**config.mk**
```make
export PLATFORM = sky130hd
export DESIGN_NAME = minkowski_vector_distance_core
export DESIGN_NICKNAME = d
export VERILOG_FILES = /design/src/rtl/mvd_pkg.sv /design/src/rtl/minkowski_vector_distance_core.sv /design/src/rtl/mvd_front.sv /design/src/rtl/mvd_back.sv
export SDC_FILE = /design/constraint.sdc
export NUM_CORES = 2
export LEC_CHECK = 0
export ABC_AREA = 0
export BUFFER_PORTS_ARGS = -buffer_cell sky130_fd_sc_hd__buf_2
export CORE_UTILIZATION = 61
export CTS_CLUSTER_DIAMETER = 80
export DETAILED_ROUTE_END_ITERATION = 12
export GPL_TIMING_DRIVEN = 0
export MAX_ROUTING_LAYER = met4
export PLACE_DENSITY = 0.9
export SLEW_MARGIN = 20
export SYNTH_ARGS = -nofsm -noshare
export SYNTH_HDL_FRONTEND = slang
export SYNTH_SLANG_ARGS = --single-unit
```
**constraint.sdc**
```tcl
create_clock -name clk -period 12.5 [get_ports clk]
set_input_delay 2.5 -clock clk [delete_from_list [all_inputs] [get_ports clk]]
set_output_delay 2.5 -clock clk [all_outputs]
set_load 0.05 [all_outputs]
```
**src/rtl/mvd_pkg.sv**
```systemverilog
// mvd_pkg: shared constants and types for the minkowski vector distance core
// no dependencies

package mvd_pkg;

    localparam int ElemBits = 16;
    localparam int AccBits  = 64;
    localparam int DiffBits = ElemBits + 1;
    localparam int DistBits = 32;

    localparam logic [1:0] MODE_L1   = 2'd0;
    localparam logic [1:0] MODE_L2   = 2'd1;
    localparam logic [1:0] MODE_L5   = 2'd2;
    localparam logic [1:0] MODE_LINF = 2'd3;

    localparam logic [AccBits-1:0] ACC_MAX = {AccBits{1'b1}};

    // one classified request passed from front to back
    typedef struct packed {
        logic [DiffBits-1:0] ad;
        logic [1:0]          mode;
        logic                last;
    } mvd_job_t;

endpackage

```
**src/rtl/minkowski_vector_distance_core.sv**
```systemverilog
// minkowski_vector_distance_core: top level, front classifier plus back engine
// depends on mvd_pkg, mvd_front, mvd_back
//
// channel  | handshake              | payload
// input    | in_valid / in_ready    | a_elem, b_elem, last_elem
// output   | out_valid / out_ready  | distance, overflowed
// config   | cfg_we                 | cfg_data (metric_mode)
//
// per pair: L1/Linf accumulate |a-b| directly, L2 and L5 first raise it to the power on the shared multiplier
// last pair adds a root: L2 32 steps, L5 13 steps, each on the shared multiplier
// a two-entry queue lets the front accept while the back works
// reset sets mode to L2 and clears the accumulator, its overflow flag and out_valid

module minkowski_vector_distance_core (
    input  logic               clk,
    input  logic               rst_n,
    input  logic               in_valid,
    output logic               in_ready,
    input  logic signed [15:0] a_elem,
    input  logic signed [15:0] b_elem,
    input  logic               last_elem,
    output logic               out_valid,
    input  logic               out_ready,
    output logic [31:0]        distance,
    output logic               overflowed,
    input  logic               cfg_we,
    input  logic [1:0]         cfg_data
);
    import mvd_pkg::*;

    logic [1:0] mode_reg;
    logic       job_valid, job_ready;
    mvd_job_t   job;

    // mode register
    always_ff @(posedge clk or negedge rst_n)
    begin
        if (!rst_n)
        begin
            mode_reg <= MODE_L2;
        end
        else if (cfg_we)
        begin
            mode_reg <= cfg_data;
        end
    end

    mvd_front u_front (
        .clk       (clk),
        .rst_n     (rst_n),
        .in_valid  (in_valid),
        .in_ready  (in_ready),
        .a_elem    (a_elem),
        .b_elem    (b_elem),
        .last_elem (last_elem),
        .mode      (mode_reg),
        .job_valid (job_valid),
        .job_ready (job_ready),
        .job       (job)
    );

    mvd_back u_back (
        .clk        (clk),
        .rst_n      (rst_n),
        .job_valid  (job_valid),
        .job_ready  (job_ready),
        .job        (job),
        .out_valid  (out_valid),
        .out_ready  (out_ready),
        .distance   (distance),
        .overflowed (overflowed)
    );

endmodule

```
**src/rtl/mvd_front.sv**
```systemverilog
// mvd_front: accepts element pairs, forms |a-b| and tags mode, two-entry queue
// depends on mvd_pkg

module mvd_front (
    input  logic                          clk,
    input  logic                          rst_n,
    input  logic                          in_valid,
    output logic                          in_ready,
    input  logic signed [15:0]            a_elem,
    input  logic signed [15:0]            b_elem,
    input  logic                          last_elem,
    input  logic [1:0]                    mode,
    output logic                          job_valid,
    input  logic                          job_ready,
    output mvd_pkg::mvd_job_t             job
);
    import mvd_pkg::*;

    mvd_job_t            q_reg [2];
    logic                rd_ptr_reg, rd_ptr_next;
    logic                wr_ptr_reg, wr_ptr_next;
    logic [1:0]          cnt_reg, cnt_next;
    logic signed [DiffBits-1:0] d;
    mvd_job_t            new_job;
    logic                push, pop;

    // absolute difference
    always_comb
    begin
        d = DiffBits'(a_elem) - DiffBits'(b_elem);
        new_job.ad   = d[DiffBits-1] ? DiffBits'(-d) : DiffBits'(d);
        new_job.mode = mode;
        new_job.last = last_elem;
    end

    assign in_ready  = (cnt_reg != 2'd2);
    assign job_valid = (cnt_reg != 2'd0);
    assign job       = q_reg[rd_ptr_reg];
    assign push      = in_valid && in_ready;
    assign pop       = job_valid && job_ready;

    // queue pointers
    always_comb
    begin
        rd_ptr_next = rd_ptr_reg ^ pop;
        wr_ptr_next = wr_ptr_reg ^ push;
        cnt_next    = cnt_reg + 2'(push) - 2'(pop);
    end

    always_ff @(posedge clk or negedge rst_n)
    begin
        if (!rst_n)
        begin
            rd_ptr_reg <= 1'b0;
            wr_ptr_reg <= 1'b0;
            cnt_reg    <= 2'd0;
        end
        else
        begin
            rd_ptr_reg <= rd_ptr_next;
            wr_ptr_reg <= wr_ptr_next;
            cnt_reg    <= cnt_next;
        end
    end

    // queue storage
    always_ff @(posedge clk)
    begin
        if (push)
        begin
            q_reg[wr_ptr_reg] <= new_job;
        end
    end

`ifndef SYNTHESIS
    a_no_overfill: assert property (@(posedge clk) disable iff (!rst_n)
        cnt_reg == 2'd2 |-> !in_ready) else $error("queue overfill");
    a_cnt_range: assert property (@(posedge clk) disable iff (!rst_n)
        cnt_reg != 2'd3) else $error("queue count out of range");
    a_empty_ptr: assert property (@(posedge clk) disable iff (!rst_n)
        cnt_reg == 2'd0 |-> rd_ptr_reg == wr_ptr_reg) else $error("ptr mismatch");
`endif

endmodule

```
**src/rtl/mvd_back.sv**
```systemverilog
// mvd_back: powers and accumulates (sum, or max for Linf), then square or fifth root for L2/L5
// depends on mvd_pkg

module mvd_back (
    input  logic                  clk,
    input  logic                  rst_n,
    input  logic                  job_valid,
    output logic                  job_ready,
    input  mvd_pkg::mvd_job_t     job,
    output logic                  out_valid,
    input  logic                  out_ready,
    output logic [31:0]           distance,
    output logic                  overflowed
);
    import mvd_pkg::*;

    localparam logic [2:0] ST_IDLE = 3'd0;
    localparam logic [2:0] ST_POW  = 3'd1;
    localparam logic [2:0] ST_ACC  = 3'd2;
    localparam logic [2:0] ST_ROOT = 3'd3;
    localparam logic [2:0] ST_RCHK = 3'd4;
    localparam logic [2:0] ST_OUT  = 3'd5;

    logic [2:0]          state_reg, state_next;
    logic [AccBits-1:0]  acc_reg, acc_next;
    logic                ovf_reg, ovf_next;
    logic [AccBits-1:0]  p_reg, p_next;      // running power / root candidate power
    logic                pov_reg, pov_next;  // power saturated
    logic [2:0]          k_reg, k_next;      // multiplies left
    logic [DiffBits-1:0] x_reg, x_next;      // base of the power
    logic [1:0]          mode_reg, mode_next;
    logic                last_reg, last_next;
    logic [31:0]         r_reg, r_next;      // root result
    logic [4:0]          b_reg, b_next;      // root bit index
    logic [31:0]         dist_reg, dist_next;
    logic                oflag_reg, oflag_next;
    logic                ov_reg, ov_next;    // output register valid

    // shared multiplier: 64-bit product by a factor, split in halves
    // the high half only ever meets a factor of at most 17 bits
    // (|a-b| or a fifth-root candidate); a 32-bit square-root candidate
    // always comes with a zero high half
    logic [AccBits-1:0]  m_a;
    logic [31:0]         m_b;
    logic [63:0]         pp_lo;
    logic [48:0]         pp_hi;
    logic [95:0]         prod;
    logic                m_sat;
    logic [AccBits-1:0]  m_res;
    logic [31:0]         cand;
    logic [AccBits:0]    sum;

    assign pp_lo = m_a[31:0] * m_b;
    assign pp_hi = m_a[63:32] * m_b[16:0];
    assign prod  = {32'd0, pp_lo} + {15'd0, pp_hi, 32'd0};
    assign m_sat = (prod[95:64] != 32'd0);
    assign m_res = m_sat ? ACC_MAX : prod[63:0];
    assign cand  = r_reg | (32'd1 << b_reg);
    assign sum   = {1'b0, acc_reg} + {1'b0, p_reg};

    always_comb
    begin
        m_a = p_reg;
        m_b = 32'(x_reg);
        if (state_reg == ST_ROOT || state_reg == ST_RCHK)
        begin
            m_b = cand;
        end
    end

    assign job_ready  = (state_reg == ST_IDLE);
    assign out_valid  = ov_reg;
    assign distance   = dist_reg;
    assign overflowed = oflag_reg;

    // sequencer
    always_comb
    begin
        state_next = state_reg;
        acc_next   = acc_reg;
        ovf_next   = ovf_reg;
        p_next     = p_reg;
        pov_next   = pov_reg;
        k_next     = k_reg;
        x_next     = x_reg;
        mode_next  = mode_reg;
        last_next  = last_reg;
        r_next     = r_reg;
        b_next     = b_reg;
        dist_next  = dist_reg;
        oflag_next = oflag_reg;
        ov_next    = ov_reg && !out_ready;
        case (state_reg)
            ST_IDLE:
            begin
                if (job_valid)
                begin
                    x_next    = job.ad;
                    p_next    = AccBits'(job.ad);
                    pov_next  = 1'b0;
                    mode_next = job.mode;
                    last_next = job.last;
                    case (job.mode)
                        MODE_L2: begin k_next = 3'd1; state_next = ST_POW; end
                        MODE_L5: begin k_next = 3'd4; state_next = ST_POW; end
                        default: state_next = ST_ACC;
                    endcase
                end
            end
            ST_POW:
            begin
                p_next   = m_res;
                pov_next = pov_reg | m_sat;
                k_next   = k_reg - 3'd1;
                if (k_reg == 3'd1)
                begin
                    state_next = ST_ACC;
                end
            end
            ST_ACC:
            begin
                if (mode_reg == MODE_LINF)
                begin
                    if (p_reg > acc_reg)
                    begin
                        acc_next = p_reg;
                    end
                end
                else
                begin
                    acc_next = sum[AccBits] ? ACC_MAX : sum[AccBits-1:0];
                    ovf_next = ovf_reg | pov_reg | sum[AccBits];
                end
                if (!last_reg)
                begin
                    state_next = ST_IDLE;
                end
                else if (mode_reg == MODE_L2 || mode_reg == MODE_L5)
                begin
                    r_next     = 32'd0;
                    b_next     = (mode_reg == MODE_L2) ? 5'd31 : 5'd12;
                    state_next = ST_ROOT;
                end
                else
                begin
                    state_next = ST_OUT;
                end
            end
            ST_ROOT:
            begin
                // load cand so that the first product in ST_RCHK is cand*cand
                p_next     = {32'd0, cand};
                pov_next   = 1'b0;
                k_next     = (mode_reg == MODE_L2) ? 3'd1 : 3'd4;
                state_next = ST_RCHK;
            end
            ST_RCHK:
            begin
                if (k_reg != 3'd0)
                begin
                    p_next   = m_res;
                    pov_next = pov_reg | m_sat;
                    k_next   = k_reg - 3'd1;
                end
                else
                begin
                    if (!pov_reg && p_reg <= acc_reg)
                    begin
                        r_next = cand;
                    end
                    if (b_reg == 5'd0)
                    begin
                        state_next = ST_OUT;
                    end
                    else
                    begin
                        b_next     = b_reg - 5'd1;
                        state_next = ST_ROOT;
                    end
                end
            end
            ST_OUT:
            begin
                if (!ov_reg || out_ready)
                begin
                    if (mode_reg == MODE_L2 || mode_reg == MODE_L5)
                    begin
                        dist_next  = r_reg;
                        oflag_next = ovf_reg;
                    end
                    else
                    begin
                        dist_next  = (acc_reg[63:32] != 32'd0) ? 32'hFFFF_FFFF
                                                               : acc_reg[31:0];
                        oflag_next = ovf_reg | (acc_reg[63:32] != 32'd0);
                    end
                    ov_next    = 1'b1;
                    acc_next   = '0;
                    ovf_next   = 1'b0;
                    state_next = ST_IDLE;
                end
            end
            default: state_next = ST_IDLE;
        endcase
    end

    always_ff @(posedge clk or negedge rst_n)
    begin
        if (!rst_n)
        begin
            state_reg <= ST_IDLE;
            acc_reg   <= '0;
            ovf_reg   <= 1'b0;
            ov_reg    <= 1'b0;
        end
        else
        begin
            state_reg <= state_next;
            acc_reg   <= acc_next;
            ovf_reg   <= ovf_next;
            ov_reg    <= ov_next;
        end
    end

    // datapath registers
    always_ff @(posedge clk)
    begin
        p_reg     <= p_next;
        pov_reg   <= pov_next;
        k_reg     <= k_next;
        x_reg     <= x_next;
        mode_reg  <= mode_next;
        last_reg  <= last_next;
        r_reg     <= r_next;
        b_reg     <= b_next;
        dist_reg  <= dist_next;
        oflag_reg <= oflag_next;
    end

`ifndef SYNTHESIS
    a_hold: assert property (@(posedge clk) disable iff (!rst_n)
        ov_reg && !out_ready |=> $stable(dist_reg)) else $error("result changed");
    a_state: assert property (@(posedge clk) disable iff (!rst_n)
        state_reg <= ST_OUT) else $error("bad state");
    a_clear: assert property (@(posedge clk) disable iff (!rst_n)
        $rose(ov_reg) |-> acc_reg == '0) else $error("accumulator not cleared");
`endif

endmodule
```
# Yosys cells after proc, flatten, opt, wreduce, memory -nomap -nowiden
# Memories as Yosys holds them, arrays and structs flattened.
# Index checks and enable logic that the tools add are counted.
[word_totals]
in_bits = 40
output_inout_bits = 35
regBits = 233
mem_count = 1
elab_cells = 141
ramBits = 40
[classes]
muxes = 49
n_reduce_logical = 29
eq_ne = 24
addsub = 8
n_bitwise = 7
order_cmp = 2
n_mul = 2
shifts = 1
[memory_table]
columns = ["memory", "depth", "width", "read_ports", "rd_clocked_by_memory_dff", "wr", "line", "source"]
rows = [
  ["u_front.q_reg", 2, 20, 1, 0, 1, "mvd_front.sv:19", "mvd_job_t q_reg [2];"],
]
[ops]
columns = ["operator", "n"]
rows = [
  ["$mux 64", 7],
  ["$pmux 64 s4", 1],
  ["$mux 32", 7],
  ["$pmux 64 s2", 1],
  ["$add 64x81->82", 1],
  ["$add 64x64->65", 1],
  ["$gt 64x64->1", 1],
  ["$le 64x64->1", 1],
  ["$mul 32x32->64", 1],
  ["$pmux 32 s2", 1],
  ["$reduce_bool 32->1", 2],
  ["$mul 32x17->49", 1],
  ["$or 32x32->32", 1],
  ["$shl 1x5->32 const A", 1],
  ["$mux 3", 10],
  ["$mux 5", 5],
  ["$pmux 3 s6", 1],
  ["$mux 17", 1],
  ["$neg 17->17", 1],
  ["$sub 16x16->17", 1],
  ["$ne 2x2->1 const B", 6],
  ["$pmux 3 s4", 1],
  ["$ne 2x1->1 const B", 5],
  ["$pmux 5 s2", 1],
  ["other kinds (31)", 63],
]

# Logic depth before layout (Yosys ltp)
[logic_depth]
word_depth = 9
ltp_mapped = 50
mapped_depth_nobuf = 44

# Modules after synthesis
# Synthesis repeated with hierarchy kept, for this count alone.
[hier_totals]
cells_unflattened = 7967
hier_area_um2 = 70512.6
[modules_own_cells]
columns = ["module", "seq_area_each_um2", "area_per_inst_um2", "cells_each", "instances"]
rows = [
  ["mvd_back", 6471.2, 67425.9, 7699, 1],
  ["mvd_front", 1301.2, 3012.9, 264, 1],
  ["minkowski_vector_distance_core", 51.3, 73.8, 4, 1],
]

# Worst setup path after synthesis
# No wires, ideal clock.
[synth_path]
path_kind = "reg-to-reg"
start = "register u_back.state_reg[2]"
end = "register u_back.p_reg[15], in the netlist u_back.m_a[15] (data pin)"
required_ns = 12.222
arrival_time_ns = 11.335
stages_incl_launch_ff = 46
path_buffers = 5
synth_period_minus_slack_ns = 11.613
slack_ns = 0.887
setup_ns = 0.278
path_cell_list = "dfrtp_1 > clkbuf_1 > nor2b_1 > nand2_1 > nand2_1 > clkbuf_1 > nor2_1 > a21oi_1 > clkbuf_1 > nand2_1 > fa_1 > inv_1 > fa_1 > ha_1 > fa_1 > inv_1 > fa_1 > fa_1 > [10 not listed] > fa_1 > ha_1 > ha_1 > clkbuf_1 > nand2_1 > o21ai_0 > o21ai_0 > nand2b_1 > a21oi_1 > a2111oi_2 > o211ai_1 > a2111oi_2 > nand4_1 > nor4_2 > nand4_2 > buf_2 > o21ai_1 > o221ai_1"
[synth_via]
elab_chain_cells = 9
word_cells_on_any_way = 13
classes_between = "add/sub (1); mul (2); eq/ne (3); mux (4); reduce/logical (3)"
[synth_rtl]
columns = ["element", "line", "source"]
rows = [
  ["from (decl)", "mvd_back.sv:24", "logic [2:0] state_reg, state_next;"],
  ["from (signal assigned)", "mvd_back.sv:218", "state_reg <= state_next;"],
  ["$eq 3x2->1 or $eq 3x3->1 (tied branches)", "mvd_back.sv:65, mvd_back.sv:93", ""],
  ["$logic_or 1x1->1", "mvd_back.sv:65", "if (state_reg == ST_ROOT || state_reg == ST_RCHK)"],
  ["$mux 32", "mvd_back.sv:65", ""],
  ["$mul 32x32->64 or $mul 32x17->49 (tied branches)", "mvd_back.sv:53, mvd_back.sv:54", ""],
  ["$add 64x81->82", "mvd_back.sv:55", "assign prod = {32'd0, pp_lo} + {15'd0, pp_hi, 32'd0};"],
  ["$reduce_bool 32->1", "mvd_back.sv:56", "assign m_sat = (prod[95:64] != 32'd0);"],
  ["$mux 64", "mvd_back.sv:57", "assign m_res = m_sat ? ACC_MAX : prod[63:0];"],
  ["$mux 64", "mvd_back.sv:159", "if (k_reg != 3'd0)"],
  ["$pmux 64 s4 *", "mvd_back.sv:93", "case (state_reg)"],
  ["via u_back.p_next[15]", "mvd_back.sv:27", "logic [AccBits-1:0] p_reg, p_next;"],
  ["to (signal assigned)", "mvd_back.sv:228", "p_reg <= p_next;"],
  ["to (decl)", "mvd_back.sv:27", ""],
]
# Mark *: on every way through the listed nets, which the timed path passes. The rest lies on a longest branch. The select of a mux whose other input is x is not followed.
# A chain may end at the register's enable or synchronous reset.

# Final worst setup path
[layout_path]
start = "register u_back.b_reg[0]"
end = "register u_back.p_reg[15], in the netlist u_back.m_a[15] (data pin)"
[layout_via]
elab_chain_cells = 9
word_cells_on_any_way = 10
classes_between = "add/sub (1); mul (2); shift (1); mux (4); bitwise (1); reduce/logical (1)"
[layout_rtl]
columns = ["element", "line", "source"]
rows = [
  ["from (decl)", "mvd_back.sv:34", "logic [4:0] b_reg, b_next;"],
  ["from (signal assigned)", "mvd_back.sv:235", "b_reg <= b_next;"],
  ["$shl 1x5->32 *", "mvd_back.sv:58", "assign cand = r_reg | (32'd1 << b_reg);"],
  ["$or 32x32->32 *", "mvd_back.sv:58", ""],
  ["$mux 32", "mvd_back.sv:65", ""],
  ["$mul 32x32->64 or $mul 32x17->49 (tied branches)", "mvd_back.sv:53, mvd_back.sv:54", ""],
  ["$add 64x81->82", "mvd_back.sv:55", ""],
  ["$reduce_bool 32->1", "mvd_back.sv:56", ""],
  ["$mux 64", "mvd_back.sv:57", ""],
  ["$mux 64", "mvd_back.sv:159", ""],
  ["$pmux 64 s4 *", "mvd_back.sv:93", ""],
  ["via u_back.p_next[15]", "mvd_back.sv:27", ""],
]
# Marks and branches as above.

==> impl_metrics.py <==
metrics = {
    "clock_tree": {
        "cts_max_level": 1,
        "ctsHoldBuffers": 0,
        "tritoncts": "yes",
        "cts_buffer_depth": 3,
        "clkLatencyLatePin_ns": 0.62,
        "path_clk_slew_ns": 0.07,
        "cts.sink_count": 273,
        "cts-root-buf": "sky130_fd_sc_hd__clkbuf_16",
        "cts_inserted_buffers": 29,
    },
    "sta": {
        "layout_worst_path_cycle_share": 0.995,
        "final_hold_viol_count": 0,
        "timing_worst_slew_pin_value_ns": 1.31,
        "setup_violations": 0,
        "maxClockFrequency_mhz": 80.4,
        "timing.final.crit_period_ns": 12.44,
        "slew_headroom": 0.129,
        "final.hold.worst_slack_ns": 0.469,
        "drv_slew": 0,
        "worst_clock_skew_ns": 0.0410,
    },
    "final_layout": {
        "fraction_of_final_layout_cells_sized_beyond_drive_strength_1": 0.0729,
        "layout.cells.most_common": "sky130_fd_sc_hd__inv_1",
        "area_delta_synth_final_pct": 8.64,
        "mostFrequentLayoutCells": "1672 x sky130_fd_sc_hd__inv_1, 1378 x sky130_fd_sc_hd__fa_1, 1262 x sky130_fd_sc_hd__nand2_1",
        "finalNetCount": 10200,
        "final_instance_area_um2": 76200,
    },
    "run": {
        "timing.max_cap.violations": 0,
    },
    "synthesis": {
        "synth-main-ff-cell": "sky130_fd_sc_hd__edfxtp_1",
        "syn_inst": 7959,
        "synth_top_cells_by_area": "sky130_fd_sc_hd__fa_1 39%, sky130_fd_sc_hd__ha_1 10%, sky130_fd_sc_hd__inv_1 9.0%",
        "synth_warn": 0,
        "synth_enable_flop_cells": 198,
        "synth_area_um2": 70200,
        "synth_top_area_share": 0.394,
        "synth-seq-area-share": 0.111,
        "synth.net_count": 9950,
        "ys_types": 94,
        "ys_seq_elements": 273,
        "avgSynthCellArea_um2": 8.82,
        "post-synth-top-area-cell": "sky130_fd_sc_hd__fa_1",
        "async_reset_ff_frac": 0.275,
    },
    "floorplanning": {
        "die_height_um": 341,
        "floorplan.rows": 124,
        "dieWidth_um": 341,
        "die-area_um2": 116000,
        "initial_utilization": 0.615,
        "num_io_pins": 75,
        "placeableCoreArea_um2": 114000,
    },
    "worst_setup_path": {
        "data_required_time_of_the_worst_path_ns": 12.82,
        "startpoint_type": "flop",
        "cpMaxStageDelayCell": "sky130_fd_sc_hd__fa_2",
        "crit_fanout": 10,
        "crit_arrival_ns": 12.75,
        "critPathKind": "flop to flop",
        "ff2ff_setup_slack_ns": 0.06,
        "crit_path_max_incr_delay_ns": 0.61,
        "cp-end-kind": "flop",
    },
    "placed_design": {
        "place.gp.congestion": 1.10,
        "numPortBuffers": 74,
        "place_area_um2": 73100,
        "detailedPlacementHpwl_um": 208000,
    },
    "detailed_routing": {
        "drc": 0,
        "drt-wirelength-per-cell_um": 26.0,
        "vias_post_dr": 60400,
        "detail_route.wirelength_um": 252000,
        "initialDrtViolationCount": 7215,
        "detailedRoute.firstPassIterationCount": 7,
        "antenna_violating_nets_post_route": 0,
        "vias_per_cell": 6.21,
    },
    "grt": {
        "grt-ovfl-total": 0,
        "grt_start_max_net_pins": 45,
        "grt_antenna_before_repair": 18,
        "first_global_vias": 61900,
        "grt_util_all_layers": 0.451,
        "global_route_wire_length_before_repair_um": 379000,
    },
    "run_status": {
        "status": "finished clean",
    },
    "hold_path": {
        "hold_path_class": "flop to flop",
    },
}
==> timing repair <==
action                                  CTS  global route
pin swaps                                14            42
buffers inserted                         31            59
gates resized for setup                 165           286
endpoints found under the setup margin   65            65
==> critical path: cells and delay by family (launching register included) <==
| family | cells | cell delay [ns] |
|---|---|---|
| adder cells (fa/ha/maj) | 12 | 4.87 |
| AO/OA/AOI/OAI | 13 | 2.70 |
| buffers and inverters | 13 | 2.11 |
| AND/OR/NAND/NOR | 7 | 1.75 |
| flip-flops | 1 | 0.45 |
| XOR/XNOR | 1 | 0.18 |
==> metrics by stage <==
step	instances	setup slack (ns)	util	TNS (ns)
floorplan	7959	0.887	-	0
global placement	9545	-4.27	0.634	-258.22
detailed placement	9573	-3.25	0.640	-192.92
CTS	9648	0.00124	0.657	0
global route	9715	-0.136	0.668	-3.63
finish	9721	0.0615	0.668	0
==> layer usage <==
layer / track usage / share of wire / vias up
met2: 0.647 / 0.43 / 4306
met4: 0.318 / 0.090 / 0
li1: - / - / 25000
met5: - / 0 / -
met3: 0.133 / 0.14 / 1073
met1: 0.545 / 0.34 / 30000
==> cell type report <==
class / count / area (µm²)
antenna: 21 / 52.6
buffer: 408 / 1970
clock buffer: 40 / 797
clock inverter: 14 / 200
fill: 9020 / 37900
inverter: 1676 / 6290
multi-input combinational: 5585 / 55600
sequential: 273 / 7830
tap: 1512 / 1890
timing repair buffer: 192 / 1620
==> logic make-up (layout without fill, tap and decap cells) <==
group | Yosys count | in the layout | share of synthesized area
other | 0 | 21 | 0
xor gates and xnor gates | 192 | 192 | 0.0241
muxes | 58 | 58 | 0.00838
buffers and inverters | 2101 | 2330 | 0.113
DFF | 273 | 273 | 0.111
AOI/OAI and AO/OA | 994 | 994 | 0.0913
and+or+nand+nor | 2390 | 2390 | 0.156
adders and majority gates | 1951 | 1951 | 0.496
==> Yosys cell counts, types with 10 or more instances <==
master / instances
sky130_fd_sc_hd__o221a_2: 35
sky130_fd_sc_hd__mux2i_1: 52
sky130_fd_sc_hd__o21ai_0: 171
sky130_fd_sc_hd__xnor2_1: 126
sky130_fd_sc_hd__a31oi_1: 41
sky130_fd_sc_hd__nor3_1: 105
sky130_fd_sc_hd__o22ai_1: 20
sky130_fd_sc_hd__a211oi_1: 21
sky130_fd_sc_hd__and2_1: 473
sky130_fd_sc_hd__dfrtp_1: 74
sky130_fd_sc_hd__a21o_1: 80
sky130_fd_sc_hd__buf_2: 33
sky130_fd_sc_hd__o21bai_1: 44
sky130_fd_sc_hd__nor2_1: 284
sky130_fd_sc_hd__o21a_1: 25
sky130_fd_sc_hd__ha_1: 569
sky130_fd_sc_hd__buf_1: 17
sky130_fd_sc_hd__or3_1: 15
sky130_fd_sc_hd__nand4_1: 55
sky130_fd_sc_hd__nor2b_1: 31
sky130_fd_sc_hd__clkbuf_1: 369
sky130_fd_sc_hd__a221oi_1: 15
sky130_fd_sc_hd__o221ai_1: 22
sky130_fd_sc_hd__fa_1: 1382
sky130_fd_sc_hd__a21boi_0: 10
sky130_fd_sc_hd__o31ai_1: 18
sky130_fd_sc_hd__o211ai_1: 23
sky130_fd_sc_hd__nand2b_1: 28
sky130_fd_sc_hd__nor4_1: 32
sky130_fd_sc_hd__and3_1: 12
sky130_fd_sc_hd__nand2_1: 1267
sky130_fd_sc_hd__o21ai_1: 48
sky130_fd_sc_hd__edfxtp_1: 198
sky130_fd_sc_hd__xor2_1: 65
sky130_fd_sc_hd__nand3_1: 58
sky130_fd_sc_hd__inv_1: 1675
sky130_fd_sc_hd__a21oi_1: 323
==> final timing paths <==
kind | depth (start not counted) | endpoint | from
max | 46 | u_back.m_a[15] | u_back.b_reg[0]
min | 0 | u_front.q_reg[0][2] | mode_reg[1]
max reg2reg | 46 | u_back.m_a[15] | u_back.b_reg[0]
min reg2reg | 0 | u_front.q_reg[0][2] | mode_reg[1]
max in group asynchronous | 2 | mode_reg[0] | rst_n
min in group asynchronous | 1 | u_back.acc_reg[56] | rst_n
Power is left out: the tool's default activity adds up to more than one toggle a clock period on the data nets, which glitch-free logic cannot reach.
